File: src/hdl/msc_pkg.sv
// Shared types, codes and constants of the motion swing and clash detector.
package msc_pkg;

    localparam int SAMPLE_BITS_DEF   = 16;
    localparam int FRACTION_BITS_DEF = 16;

    localparam int IN_TDATA_W  = 88;
    localparam int OUT_TDATA_W = 8;
    localparam int CFG_IDX_W   = 3;
    localparam int CFG_DATA_W  = 16;
    localparam int SWING_LOW_W = 14;
    localparam int GRAV_W      = 32;
    localparam int TIME_W      = 32;
    localparam int PHASE_W     = 2;

    localparam int LO_N_W = SWING_LOW_W + CFG_DATA_W;
    localparam int HI_N_W = 2 * CFG_DATA_W;
    localparam int LO2_W  = 2 * LO_N_W;
    localparam int HI2_W  = 2 * HI_N_W;

    localparam logic [PHASE_W-1:0] PH_IGNITION = 2'd1;
    localparam logic [PHASE_W-1:0] PH_RETRACT  = 2'd2;

    localparam logic [CFG_DATA_W-1:0]  RST_GRAVITY_ALPHA = 16'd58982;
    localparam logic [CFG_DATA_W-1:0]  RST_NORM_DIVISOR  = 16'd1;
    localparam logic [SWING_LOW_W-1:0] RST_SWING_LOW     = 14'd960;
    localparam logic [CFG_DATA_W-1:0]  RST_SWING_HIGH    = 16'd16000;
    localparam logic [CFG_DATA_W-1:0]  RST_CLASH_HOLD    = 16'd200;
    localparam logic [CFG_DATA_W-1:0]  RST_LOCKUP_HOLD   = 16'd1000;
    localparam logic [CFG_DATA_W-1:0]  RST_SWING_HOLD    = 16'd300;
    localparam logic [CFG_DATA_W-1:0]  RST_BLAST_HOLD    = 16'd300;

    typedef enum logic [2:0] {
        FX_NONE   = 3'd0,
        FX_HUM    = 3'd1,
        FX_CLASH  = 3'd2,
        FX_LOCKUP = 3'd3,
        FX_SWING  = 3'd4,
        FX_BLAST  = 3'd5
    } t_effect;

    typedef enum logic [CFG_IDX_W-1:0] {
        REG_GRAVITY_ALPHA = 3'd0,
        REG_NORM_DIVISOR  = 3'd1,
        REG_SWING_LOW     = 3'd2,
        REG_SWING_HIGH    = 3'd3,
        REG_CLASH_HOLD    = 3'd4,
        REG_LOCKUP_HOLD   = 3'd5,
        REG_SWING_HOLD    = 3'd6,
        REG_BLAST_HOLD    = 3'd7
    } t_reg_idx;

    typedef enum logic [2:0] {
        S_IDLE,
        S_MULT,
        S_GRAV,
        S_RESID,
        S_SQUARE,
        S_DECIDE
    } t_state;

    typedef struct packed {
        logic [CFG_DATA_W-1:0]  gravity_alpha;
        logic [CFG_DATA_W-1:0]  norm_divisor;
        logic [SWING_LOW_W-1:0] swing_low;
        logic [CFG_DATA_W-1:0]  swing_high;
        logic [CFG_DATA_W-1:0]  clash_hold_ms;
        logic [CFG_DATA_W-1:0]  lockup_hold_ms;
        logic [CFG_DATA_W-1:0]  swing_hold_ms;
        logic [CFG_DATA_W-1:0]  blast_hold_ms;
    } t_cfg;

    typedef struct packed {
        logic load_in;
        logic mult;
        logic grav;
        logic resid;
        logic square;
        logic decide;
    } t_cmd;

    typedef struct packed {
        logic out_free;
    } t_status;

endpackage

File: src/hdl/msc_ctrl.sv
// Step sequencer of the motion swing and clash detector.
module msc_ctrl (
    input  logic              i_clk,
    input  logic              i_rst_n,
    input  logic              i_in_valid,
    output logic              o_in_ready,
    output msc_pkg::t_cmd     o_cmd,
    input  msc_pkg::t_status  i_status
);
    import msc_pkg::*;

    t_state r_state;
    t_state n_state;

    always_ff @(posedge i_clk) begin
        if (!i_rst_n) begin
            r_state <= S_IDLE;
        end else begin
            r_state <= n_state;
        end
    end

    always_comb begin
        n_state = r_state;
        unique case (r_state)
            S_IDLE: begin
                if (i_in_valid) begin
                    n_state = S_MULT;
                end
            end
            S_MULT:   n_state = S_GRAV;
            S_GRAV:   n_state = S_RESID;
            S_RESID:  n_state = S_SQUARE;
            S_SQUARE: n_state = S_DECIDE;
            S_DECIDE: begin
                // hold until the output register can take the result
                if (i_status.out_free) begin
                    n_state = S_IDLE;
                end
            end
            default:  n_state = S_IDLE;
        endcase
    end

    always_comb begin
        o_cmd      = '0;
        o_in_ready = 1'b0;
        unique case (r_state)
            S_IDLE: begin
                o_in_ready    = 1'b1;
                o_cmd.load_in = i_in_valid;
            end
            S_MULT:   o_cmd.mult   = 1'b1;
            S_GRAV:   o_cmd.grav   = 1'b1;
            S_RESID:  o_cmd.resid  = 1'b1;
            S_SQUARE: o_cmd.square = 1'b1;
            S_DECIDE: o_cmd.decide = i_status.out_free;
            default: ;
        endcase
    end

    a_one_step: assert property (@(posedge i_clk) disable iff (!i_rst_n)
        $onehot0(o_cmd))
        else $error("more than one datapath step issued");

    a_request_reaches_decide: assert property (@(posedge i_clk) disable iff (!i_rst_n)
        (r_state == S_IDLE && i_in_valid) |-> ##5 (r_state == S_DECIDE))
        else $error("accepted request did not reach the decision step");

endmodule

File: config.mk
export PLATFORM = sky130hd
export DESIGN_NAME = msc_ctrl
export DESIGN_NICKNAME = d
export VERILOG_FILES = /design/src/hdl/msc_pkg.sv /design/src/hdl/msc_ctrl.sv
export SDC_FILE = /design/constraint.sdc
export NUM_CORES = 1
export LEC_CHECK = 0
export BUFFER_PORTS_ARGS = -buffer_cell sky130_fd_sc_hd__buf_2
export CAP_MARGIN = 5
export CORE_AREA = 2 2 39 41
export CTS_BUF_LIST = sky130_fd_sc_hd__clkbuf_16
export CTS_CLUSTER_SIZE = 24
export DETAILED_ROUTE_END_ITERATION = 12
export DIE_AREA = 0 0 41 43
export GPL_ROUTABILITY_DRIVEN = 1
export GPL_TIMING_DRIVEN = 0
export PLACE_DENSITY = 0.42
export SLEW_MARGIN = 20
export SYNTH_ARGS = -nofsm -noshare
export SYNTH_HDL_FRONTEND = slang
export SYNTH_SLANG_ARGS = --single-unit
File: constraint.sdc
create_clock -name i_clk -period 0.95 [get_ports i_clk]
set_input_delay 0.095 -clock i_clk [delete_from_list [all_inputs] [get_ports i_clk]]
set_output_delay 0.095 -clock i_clk [all_outputs]
set_load 0.05 [all_outputs]
After elaboration in Yosys (flattened, before gate mapping). Cells that the tools add are included.

Bits in registers: 3. Latch bits: 0. Memory bits (writable): 0. Bits in read-only memories: 0. Input bits: 4. Output and inout bits: 7. Word-level logic and storage cells: 20. Memories kept: 0.

Add/subtract/negate cells: 0. Multiply operators: 0. Divide/modulo/power cells: 0. $lt $le $gt $ge: 0. Equal/unequal tests: 7. Shift operators: 0. Muxes and demuxes: 10. Bitwise gates (word level): 0. Reductions and logical operators: 2.

Operator list (number): 3-bit one-hot mux with 6 select lines (1); 1-bit two-way mux (7); 3-bit by 2-bit == test with 1-bit output, second input constant (2); 3-bit == test, second input constant (2); 3-bit two-way mux (2); 2-bit != test, second input constant (2); 3-bit by 1-bit == test with 1-bit output, second input constant (1); 3-bit zero test (1); 2-bit AND reduction (1).

Longest topological paths before layout.
Depth after elaboration: 3. Gate-level depth with buffers: 4. Mapped depth without buffers: 3.

Worst setup path after synthesis. Ideal clock, no wire load.

Kind: register -> output. From: register r_state[0]. To: output port o_cmd[4] (netlist name). Data arrival time: 1.599 ns. Required time: 0.855 ns. Setup slack: -0.744 ns. Cell stages (with the launch flop): 3. Path buffers: 1. Cell sequence: dfxtp_1 buf_6 nor3b_1.

RTL lines: from (decl) (line msc_ctrl.sv:12) `t_state r_state;`; from (signal assigned) (line msc_ctrl.sv:19) `r_state <= n_state;`; to (decl) (line msc_ctrl.sv:7) `output msc_pkg::t_cmd o_cmd,`.

==> metrics <==
layout cells sized above 1=85.42%; clock root cell=clkbuf_16; GRT Residual Overflow=0; EDFF count, synth=0; xor/xnor cell area share of the yosys netlist=3.825%; Post-Synth Simple-Gate Area=43.17%; H-tree depth=1; Sw Ratio=28.62%; Period Utilization, post-route=130.4%; hold_buf cts=0; highest clock rate=0.8072 GHz; minimum clock period=1239 ps; syn avg cell area=9.540 um^2; post-place setup slack=-160.7 ps; max_cap viols=0; Worst-Margin Slew=153.9 ps; Synth Area in Adders=0%; pwr/cell area=2304 nW/um^2; initial antenna violation count=0; Required @ worst endpoint=850 ps; nature of the critical path startpoint=register; clock network power share=49.7%; # setup viols final=10; Skew-Pair Late Insertion Delay=220 ps; syn nets=28; Max IR drop VDD=1.294 mV; cell chain of the critical path=buf_6 > nor3_4 > and2_4 > buf_8; CTS sink cnt=3; number of routed nets with antenna violations=0; P_int=0.0009342 W; status=complete, but fails checks; Buf/Inv on CP=2; Yosys top cell area share=26.23%; Vias per Instance=4.109; Post-Syn Instances=24; Post-DP Area=324.1 um^2; CP Capture Type=output pin; ys async rst share=0%; crit path DAT=1140 ps; Seq cells post-synth=3; nets=53; Inst Count DP=50; Post-DP HPWL=353.5 um; Hold Crit Class=primary input to register; Tot GR Track Use=9.447%; Reg with most FFs=r_state; wire length of the first global-routing pass=1055 um; CTS buffer count=3; largest family of logic cells by synthesized area=simple AND/OR/NAND/NOR gates; DRT Pass-1 Iters=2; slowest CP cell=dfxtp_1; mux cell area share after synthesis=0%; I/O Buffers=10; utilization after layout=41.05%; warnings from Yosys=0; Final Hold Viols=0; cell row count=14; Setup WS post-layout=-288.8 ps; DRC Markers=0; failing checks=negative setup slack; Largest stage delay, worst path=290 ps; post-route cell area=568.0 um^2; Routed WL=683 um; Yosys cell types=14; top post-synthesis cells by area=dfxtp_1 (26%), buf_6 (15%), nor3_4 (7.1%); die area=1763 um^2; Initial Utilization=16.55%; vias in the first global route=271; core area=1384 um^2; Die H=43 um; Synth Flop Type=dfxtp_1; synthesized area=229.0 um^2; sequential share of the synthesized area=26.23%; largest net degree at the start of global routing=9; Switching Power=0.0003746 W; Area growth syn-to-layout=148.1%; io pins=11; Clock Skew=0.03023 ps; per-cell routed wire length=10.67 um; Post-Layout Cell Count=64; sequential share of power=12.3%; detailed-route via count=263; combinational share of power=38.0%; post-synth top area cell=dfxtp_1; GPL Wtd Cong=0.6131; Lkg Pwr=0.2523 nW; DRT iter0 DRCs=4; slew margin rel.=89.69%; Final Max Slew Viols=0; most instantiated cells after synthesis=buf_6 (3), dfxtp_1 (3), nand2_1 (3), nor2_1 (3); Die X-Extent=41 um; post-synthesis compound-gate area fraction=12.02%; clk slew on worst S/H paths=30 ps; antenna cell count=0; max FFs per register=3; Top Registers=r_state: 3 flops; CP Max Fanout=6; unrepaired setup endpoints after global routing=yes; CTS tree=built; Worst Path Class, Setup=register to output pin; CP top delay family=simple AND/OR/NAND/NOR gates; Layout fillers=135; clock buffer depth=2
-- area by class of cell --
class | count | area [um^2] | share of cell area (%)
multi-input combinational | 18 | 182.7 | 32.16
tap | 16 | 20.02 | 3.524
buffer | 2 | 22.52 | 3.965
clock inverter | 1 | 3.754 | 0.6608
timing repair buffer | 21 | 198.9 | 35.02
sequential | 3 | 65.06 | 11.45
clock buffer | 3 | 75.07 | 13.22
-- cell families after synthesis --
group,count (synthesis)
XOR/XNOR,1
flip-flops,3
buffers and inverters,3
AO/OA/AOI/OAI,3
AND/OR/NAND/NOR,14
-- worst paths after layout --
path / start / depth (start not counted) / slack [ps] / to
worst max-delay path: r_state[2] / 4 / -290 / o_cmd[5]
worst max register to register: r_state[2] / 6 / -100 / r_state[2]
worst min-delay path: i_rst_n / 2 / 120 / r_state[2]
worst min register to register: r_state[2] / 3 / 660 / r_state[1]
-- routing by layer --
metal	GRT usage (%)	part of all wire [%]
met1	10.00	37
met2	14.06	59
met3	3.141	3.7
met4	8.000	0
met5	0	0
-- worst register-to-register path, stage by stage, from the launching register on --
cell	delay (ps)
dfxtp_1	290
buf_6	130
buf_4	140
nand2b_4	100
buf_6	100
a21oi_2	30
o21a_1	150
-- cells in the final DEF, fill, tap and decap left out --
cell and count:
xnor2_2 1, buf_2 3, o2111a_1 1, and2_4 1, nand2_1 2, nor3b_2 3
nand2_2 1, buf_6 11, nor3_4 1, a21oi_2 1, buf_8 2, clkbuf_16 3
dfxtp_1 1, nor2_4 4, nand2b_4 1, nor2_1 1, o21a_1 1, dfxtp_2 1
dfxtp_4 1, buf_4 7, inv_1 1
-- stage by stage --
stage | power, W | setup TNS [ps] | hold slack, ps
after global placement | 0.0004796 | -328.8 | 338.9
final | 0.001309 | -1765 | 117.0
after global routing | 0.001369 | -2187 | 143.2
after detailed placement | 0.0004845 | -437.1 | 339.5
after floorplan | 0.0004287 | -1385 | 212.5
after CTS | 0.001292 | -1804 | 119.9
-- power groups by stage --
stage | registers, W | clock network [W] | logic [W]
final | 0.000161 | 0.000651 | 0.000497
after floorplan | 0.000148 | 0 | 0.000280
after CTS | 0.000147 | 0.000666 | 0.000479
after global routing | 0.000164 | 0.000682 | 0.000523
after global placement | 0.000149 | 0 | 0.000331
after detailed placement | 0.000149 | 0 | 0.000335
-- repair_timing --
action | 4_1_cts | 5_1_grt
buffers inserted | 10 | 2
gates resized for setup | 18 | 10
setup endpoints to repair | 7 | 10
pin swaps | 1 | 6
(Power assumes the default switching activity.)
