--- src/hdl/msc_pkg.sv ---
// Shared types, codes and constants of the motion swing and clash detector.
package msc_pkg;

    localparam int SAMPLE_BITS_DEF   = 16;
    localparam int FRACTION_BITS_DEF = 16;

    localparam int IN_TDATA_W  = 88;
    localparam int OUT_TDATA_W = 8;
    localparam int CFG_IDX_W   = 3;
    localparam int CFG_DATA_W  = 16;
    localparam int SWING_LOW_W = 14;
    localparam int GRAV_W      = 32;
    localparam int TIME_W      = 32;
    localparam int PHASE_W     = 2;

    localparam int LO_N_W = SWING_LOW_W + CFG_DATA_W;
    localparam int HI_N_W = 2 * CFG_DATA_W;
    localparam int LO2_W  = 2 * LO_N_W;
    localparam int HI2_W  = 2 * HI_N_W;

    localparam logic [PHASE_W-1:0] PH_IGNITION = 2'd1;
    localparam logic [PHASE_W-1:0] PH_RETRACT  = 2'd2;

    localparam logic [CFG_DATA_W-1:0]  RST_GRAVITY_ALPHA = 16'd58982;
    localparam logic [CFG_DATA_W-1:0]  RST_NORM_DIVISOR  = 16'd1;
    localparam logic [SWING_LOW_W-1:0] RST_SWING_LOW     = 14'd960;
    localparam logic [CFG_DATA_W-1:0]  RST_SWING_HIGH    = 16'd16000;
    localparam logic [CFG_DATA_W-1:0]  RST_CLASH_HOLD    = 16'd200;
    localparam logic [CFG_DATA_W-1:0]  RST_LOCKUP_HOLD   = 16'd1000;
    localparam logic [CFG_DATA_W-1:0]  RST_SWING_HOLD    = 16'd300;
    localparam logic [CFG_DATA_W-1:0]  RST_BLAST_HOLD    = 16'd300;

    typedef enum logic [2:0] {
        FX_NONE   = 3'd0,
        FX_HUM    = 3'd1,
        FX_CLASH  = 3'd2,
        FX_LOCKUP = 3'd3,
        FX_SWING  = 3'd4,
        FX_BLAST  = 3'd5
    } t_effect;

    typedef enum logic [CFG_IDX_W-1:0] {
        REG_GRAVITY_ALPHA = 3'd0,
        REG_NORM_DIVISOR  = 3'd1,
        REG_SWING_LOW     = 3'd2,
        REG_SWING_HIGH    = 3'd3,
        REG_CLASH_HOLD    = 3'd4,
        REG_LOCKUP_HOLD   = 3'd5,
        REG_SWING_HOLD    = 3'd6,
        REG_BLAST_HOLD    = 3'd7
    } t_reg_idx;

    typedef enum logic [2:0] {
        S_IDLE,
        S_MULT,
        S_GRAV,
        S_RESID,
        S_SQUARE,
        S_DECIDE
    } t_state;

    typedef struct packed {
        logic [CFG_DATA_W-1:0]  gravity_alpha;
        logic [CFG_DATA_W-1:0]  norm_divisor;
        logic [SWING_LOW_W-1:0] swing_low;
        logic [CFG_DATA_W-1:0]  swing_high;
        logic [CFG_DATA_W-1:0]  clash_hold_ms;
        logic [CFG_DATA_W-1:0]  lockup_hold_ms;
        logic [CFG_DATA_W-1:0]  swing_hold_ms;
        logic [CFG_DATA_W-1:0]  blast_hold_ms;
    } t_cfg;

    typedef struct packed {
        logic load_in;
        logic mult;
        logic grav;
        logic resid;
        logic square;
        logic decide;
    } t_cmd;

    typedef struct packed {
        logic out_free;
    } t_status;

endpackage

--- src/hdl/msc_cfg.sv ---
// Configuration register file of the motion swing and clash detector.
module msc_cfg (
    input  logic                           i_clk,
    input  logic                           i_rst_n,
    input  logic                           i_cfg_we,
    input  logic [msc_pkg::CFG_IDX_W-1:0]  i_cfg_index,
    input  logic [msc_pkg::CFG_DATA_W-1:0] i_cfg_wdata,
    output msc_pkg::t_cfg                  o_cfg
);
    import msc_pkg::*;

    t_cfg r_cfg;

    always_ff @(posedge i_clk) begin
        if (!i_rst_n) begin
            r_cfg.gravity_alpha  <= RST_GRAVITY_ALPHA;
            r_cfg.norm_divisor   <= RST_NORM_DIVISOR;
            r_cfg.swing_low      <= RST_SWING_LOW;
            r_cfg.swing_high     <= RST_SWING_HIGH;
            r_cfg.clash_hold_ms  <= RST_CLASH_HOLD;
            r_cfg.lockup_hold_ms <= RST_LOCKUP_HOLD;
            r_cfg.swing_hold_ms  <= RST_SWING_HOLD;
            r_cfg.blast_hold_ms  <= RST_BLAST_HOLD;
        end else if (i_cfg_we) begin
            unique case (t_reg_idx'(i_cfg_index))
                REG_GRAVITY_ALPHA: r_cfg.gravity_alpha  <= i_cfg_wdata;
                REG_NORM_DIVISOR:  r_cfg.norm_divisor   <= i_cfg_wdata;
                REG_SWING_LOW:     r_cfg.swing_low      <= i_cfg_wdata[SWING_LOW_W-1:0];
                REG_SWING_HIGH:    r_cfg.swing_high     <= i_cfg_wdata;
                REG_CLASH_HOLD:    r_cfg.clash_hold_ms  <= i_cfg_wdata;
                REG_LOCKUP_HOLD:   r_cfg.lockup_hold_ms <= i_cfg_wdata;
                REG_SWING_HOLD:    r_cfg.swing_hold_ms  <= i_cfg_wdata;
                REG_BLAST_HOLD:    r_cfg.blast_hold_ms  <= i_cfg_wdata;
                default: ;
            endcase
        end
    end

    assign o_cfg = r_cfg;

endmodule

--- config.mk ---
export PLATFORM = sky130hd
export DESIGN_NAME = msc_cfg
export DESIGN_NICKNAME = d
export VERILOG_FILES = /design/src/hdl/msc_pkg.sv /design/src/hdl/msc_cfg.sv
export SDC_FILE = /design/constraint.sdc
export NUM_CORES = 1
export LEC_CHECK = 0
export CAP_MARGIN = 20
export CORE_UTILIZATION = 40
export CTS_CLUSTER_DIAMETER = 100
export DETAILED_ROUTE_END_ITERATION = 8
export DONT_BUFFER_PORTS = 1
export GPL_TIMING_DRIVEN = 0
export RECOVER_POWER = 50
export SLEW_MARGIN = 25
export SYNTH_ARGS = -nofsm -noshare
export SYNTH_HDL_FRONTEND = slang
export SYNTH_SLANG_ARGS = --single-unit
--- constraint.sdc ---
create_clock -name i_clk -period 1.6 [get_ports i_clk]
set_input_delay 0 -clock i_clk [delete_from_list [all_inputs] [get_ports i_clk]]
set_output_delay 0 -clock i_clk [all_outputs]
set_load 0.01 [all_outputs]
After elaboration in Yosys (flattened, before gate mapping). Index checks and enable logic that the tools add are counted.

Register bits: 126. Input port bits: 22.

Equal/unequal tests: 7. Reductions and logical operators: 9.

Operators by type and width (number): 2-bit AND reduction (8); 3-bit == test, second input constant (4); 3-bit by 2-bit == test with 1-bit output, second input constant (2); 3-bit by 1-bit == test with 1-bit output, second input constant (1); 3-bit zero test (1).

Depth between registers and ports, before layout.
Depth in word-level cells: 2. Depth in mapped cells: 5. Gate-level depth less buffers: 2.

Least setup slack after synthesis. No wires, ideal clock.

Path type: input to register. Start: input port i_cfg_index[1] (netlist name). End: register r_cfg (netlist bit o_cfg[116]). Arrival: 1036 ps. Required time: 1473 ps. Path slack: 437 ps. Stages: 5. Path through: buf_2 -> or4b_1 -> buf_6 -> buf_12 -> mux2i_1.

Longest elaborated chain between the ends: 2.

RTL lines: from (decl) (line msc_cfg.sv:6) `input logic [msc_pkg::CFG_IDX_W-1:0] i_cfg_index,`; 3-bit zero test (line msc_cfg.sv:25) `unique case (t_reg_idx'(i_cfg_index))`; 2-bit AND reduction (no line); to (decl) (line msc_cfg.sv:12) `t_cfg r_cfg;`.

No other way between the ends. A chain may end at the register's enable or synchronous reset.

Final worst setup path.
Start: input port i_cfg_index[1] (netlist name). End: register r_cfg (netlist bit o_cfg[124]).

Same word-level chain as after synthesis.

==> flow_summary.toml <==
[logic_synthesis]
ys_warn_count = 0
synth_fa_ha_area_share_pct = 0
synth_top_area_cell = "sky130_fd_sc_hd__dfxtp_1"
dominant_combinational_cell_family_by_area_after_synthesis = "multiplexers"
synth_compound_gate_area_share_pct = 0
post_synth_num_cell_types = 17
postSynthCellCount = 455
synth_commonest_cells = "sky130_fd_sc_hd__dfxtp_1 (126), sky130_fd_sc_hd__mux2i_1 (126), sky130_fd_sc_hd__nand2_1 (105), sky130_fd_sc_hd__nor2b_1 (52), sky130_fd_sc_hd__clkbuf_1 (16)"
synth_fp_nets = 477
synth-seq-cells = 126
post_synth_edffs = 0
synth_top_cell_area_share_pct = 52.7
synth.area.top_cells = "sky130_fd_sc_hd__dfxtp_1 (53%), sky130_fd_sc_hd__mux2i_1 (26%), sky130_fd_sc_hd__nand2_1 (8.2%)"
ys_async_sr_fraction_pct = 0
synth.avg_cell_area_um2 = 10.5
synth.cell_area_mm2 = 0.00478
synth_simple_gate_area_share_pct = 17.0
post_synth_mux_area_share_pct = 26.4
most_frequently_used_flop_master_after_synthesis = "sky130_fd_sc_hd__dfxtp_1"
synth_xor_xnor_area_share_pct = 0
sequential_area_share_after_synthesis_pct = 52.7

[drt]
drt_wl_total_um = 13200
drtIter0Drc = 107
viasPerCell = 5.06
drt_first_pass_iters = 7
antenna_left = 0
drc = 18
dr_total_vias = 3286
avgRoutedWirePerCell_um = 20.3

[cells_and_area]
flow.area_growth_from_synthesis_pct = 20.1
largest_reg_flops = 126
antenna_cells = 0
layout.nets = 515
final_layout_size_suffix_gt1_share_pct = 8.89

[clock_network]
cts_tree = "built"
clk_latency_worst_skew_pair_ns = 0.40
numClockSinks = 126
cts-root-buf = "sky130_fd_sc_hd__clkbuf_16"
cts_made_buffers = 17
clockBufferDepth = 2
cts.htree.levels = 4
path_clk_slew_ns = 0.05

[floorplanning]
dieWidth_um = 111
die_height_um = 111
die-area_mm2 = 0.0124
top_level_ports = 148
row_count = 39
design.core.area_mm2 = 0.0115
start_util_pct = 41.5

[worst_setup_path]
regToRegSetupSlack_ns = 0.37
reg2reg_from = "o_cfg[124]$_SDFFE_PN1P_"
critical_path_arrival_ns = 1.76
setup.worst_path.start_class = "primary input"
timing.critical_path.required_ns = 1.95
end_kind = "flip-flop"
critPathKind = "in -> reg"
timing.reg2reg.worst_path_depth = 3
path_max_fanout = 10
worst_r2r_endpoint = "o_cfg[124]$_SDFFE_PN1P_"

[sta]
period_utilization_post_route_pct = 87.9
finalHoldViolCount = 5
timing.max_slew.rel_slack_pct = 41.5
maxClockFrequency_mhz = 711
tns_ns = 0
setup-violations-final = 0
worst_slew_pin_slew_ns = 0.865
finalHoldWorstSlack_ns = -0.00818
finalCriticalPeriod_ns = 1.41
grt_setup_unrepaired = "false"
timing.final.max_slew_violations = 0
finalClockSkew_ns = 0

[global_routing]
grt_overflow_total = 0
antenna_found_initial = 0
grt_max_degree = 17
track_usage_pct = 22.3
grt_pass1_vias = 3546
wire_length_of_the_first_global_routing_pass_um = 20600

[placement]
place.gp.congestion = 0.782
place_hpwl_um = 9560
port-buffer-count = 0

[hold_path]
whs_endpoint = "o_cfg[61]$_SDFFE_PN0P_"
worst_hold_startpoint = "i_cfg_wdata[13]"
hold_path_class = "in -> reg"
timing.hold.worst_path_depth = 2

[run_status]
outcome = "finished with violations"
violations = "design-rule violations, negative hold slack"

[flow_run]
max_cap_viol_count = 0

[power_and_ir_drop]
power.total_mw = 7.65
vdd_drop_max_mv = 0.573
power-per-cell-area_mw_per_mm2 = 1330
p_leak_nw = 2.59
==> where the power goes <==
group,switching [mW],internal (mW),total (mW)
clock,1.33,2.64,3.97
sequential,0.0867,3.21,3.30
combinational,0.230,0.146,0.377
total,1.65,6.00,7.65
==> area by class of cell <==
type,instances,area (um^2)
plain buffers,36,164
clock buffers,21,450
clock inverters,11,165
fillers,1060,5770
multi-input cells,293,2070
flip-flops and latches,126,2520
well taps,143,179
repair buffers,19,190
==> layout by cell type (no fill, tap or decap), drive strengths merged, types with 2 or more instances in the layout <==
master,count
buf,18
mux2i,126
clkinv,6
nand2,105
clkbuf,39
nor2b,52
dfxtp,126
nor4bb,2
dlygate4sd3,19
nand4b,3
bufinv,4
==> what timing repair did <==
item,in CTS,in global routing
hold buffers,19,0
setup endpoints to repair,0,0
resized for setup,0,0
endpoints found under the hold margin,73,0
setup buffers,0,0
==> worst max-delay path, cell delays in order <==
cell	delay, ns
sky130_fd_sc_hd__buf_2	0.15
sky130_fd_sc_hd__nor4b_1	0.76
sky130_fd_sc_hd__mux2i_1	0.28
sky130_fd_sc_hd__dlygate4sd3_1	0.56
==> through the flow <==
step	utilization (%)	cell area (um^2)	cells	hold WS, ns	worst slack (ns)
floorplan	-	4780	455	0.166	0.437
global placement	43.1	4960	598	0.173	0.0408
detailed placement	43.1	4960	598	0.178	0.000575
CTS	50.1	5770	649	0.00221	0.226
global route	49.9	5740	649	0.00516	0.0663
finish	49.9	5740	649	-0.00818	0.193
==> logic make-up (layout without fill, tap and decap cells) <==
group,after synthesis,count (layout)
multiplexers,126,126
AND/OR/NAND/NOR,167,167
flip-flops,126,126
buffers and inverters,36,87
==> metal layers <==
metal	vias up	share of wire [%]	GRT usage [%]
met3	13	8.4	9.25
met1	1594	42	26.5
met4	0	1.3	8.74
li1	1575	-	-
met5	-	0	0
met2	104	48	35.9
==> worst max-delay path by stage <==
stage | startpoint | to | slack (ns) | depth (start not counted)
after floorplan | i_cfg_index[1] | o_cfg[116]$_SDFFE_PN1P_ | 0.44 | 5
after global placement | i_rst_n | o_cfg[90]$_SDFFE_PN0P_ | 0.04 | 4
after detailed placement | i_rst_n | o_cfg[59]$_SDFFE_PN0P_ | 0.0006 | 4
after CTS | i_cfg_index[1] | o_cfg[111]$_SDFFE_PN1P_ | 0.23 | 4
after global routing | i_cfg_index[1] | o_cfg[124]$_SDFFE_PN1P_ | 0.07 | 4
final | i_cfg_index[1] | o_cfg[124]$_SDFFE_PN1P_ | 0.19 | 4
Note: power is estimated with default switching activity, not from simulation.
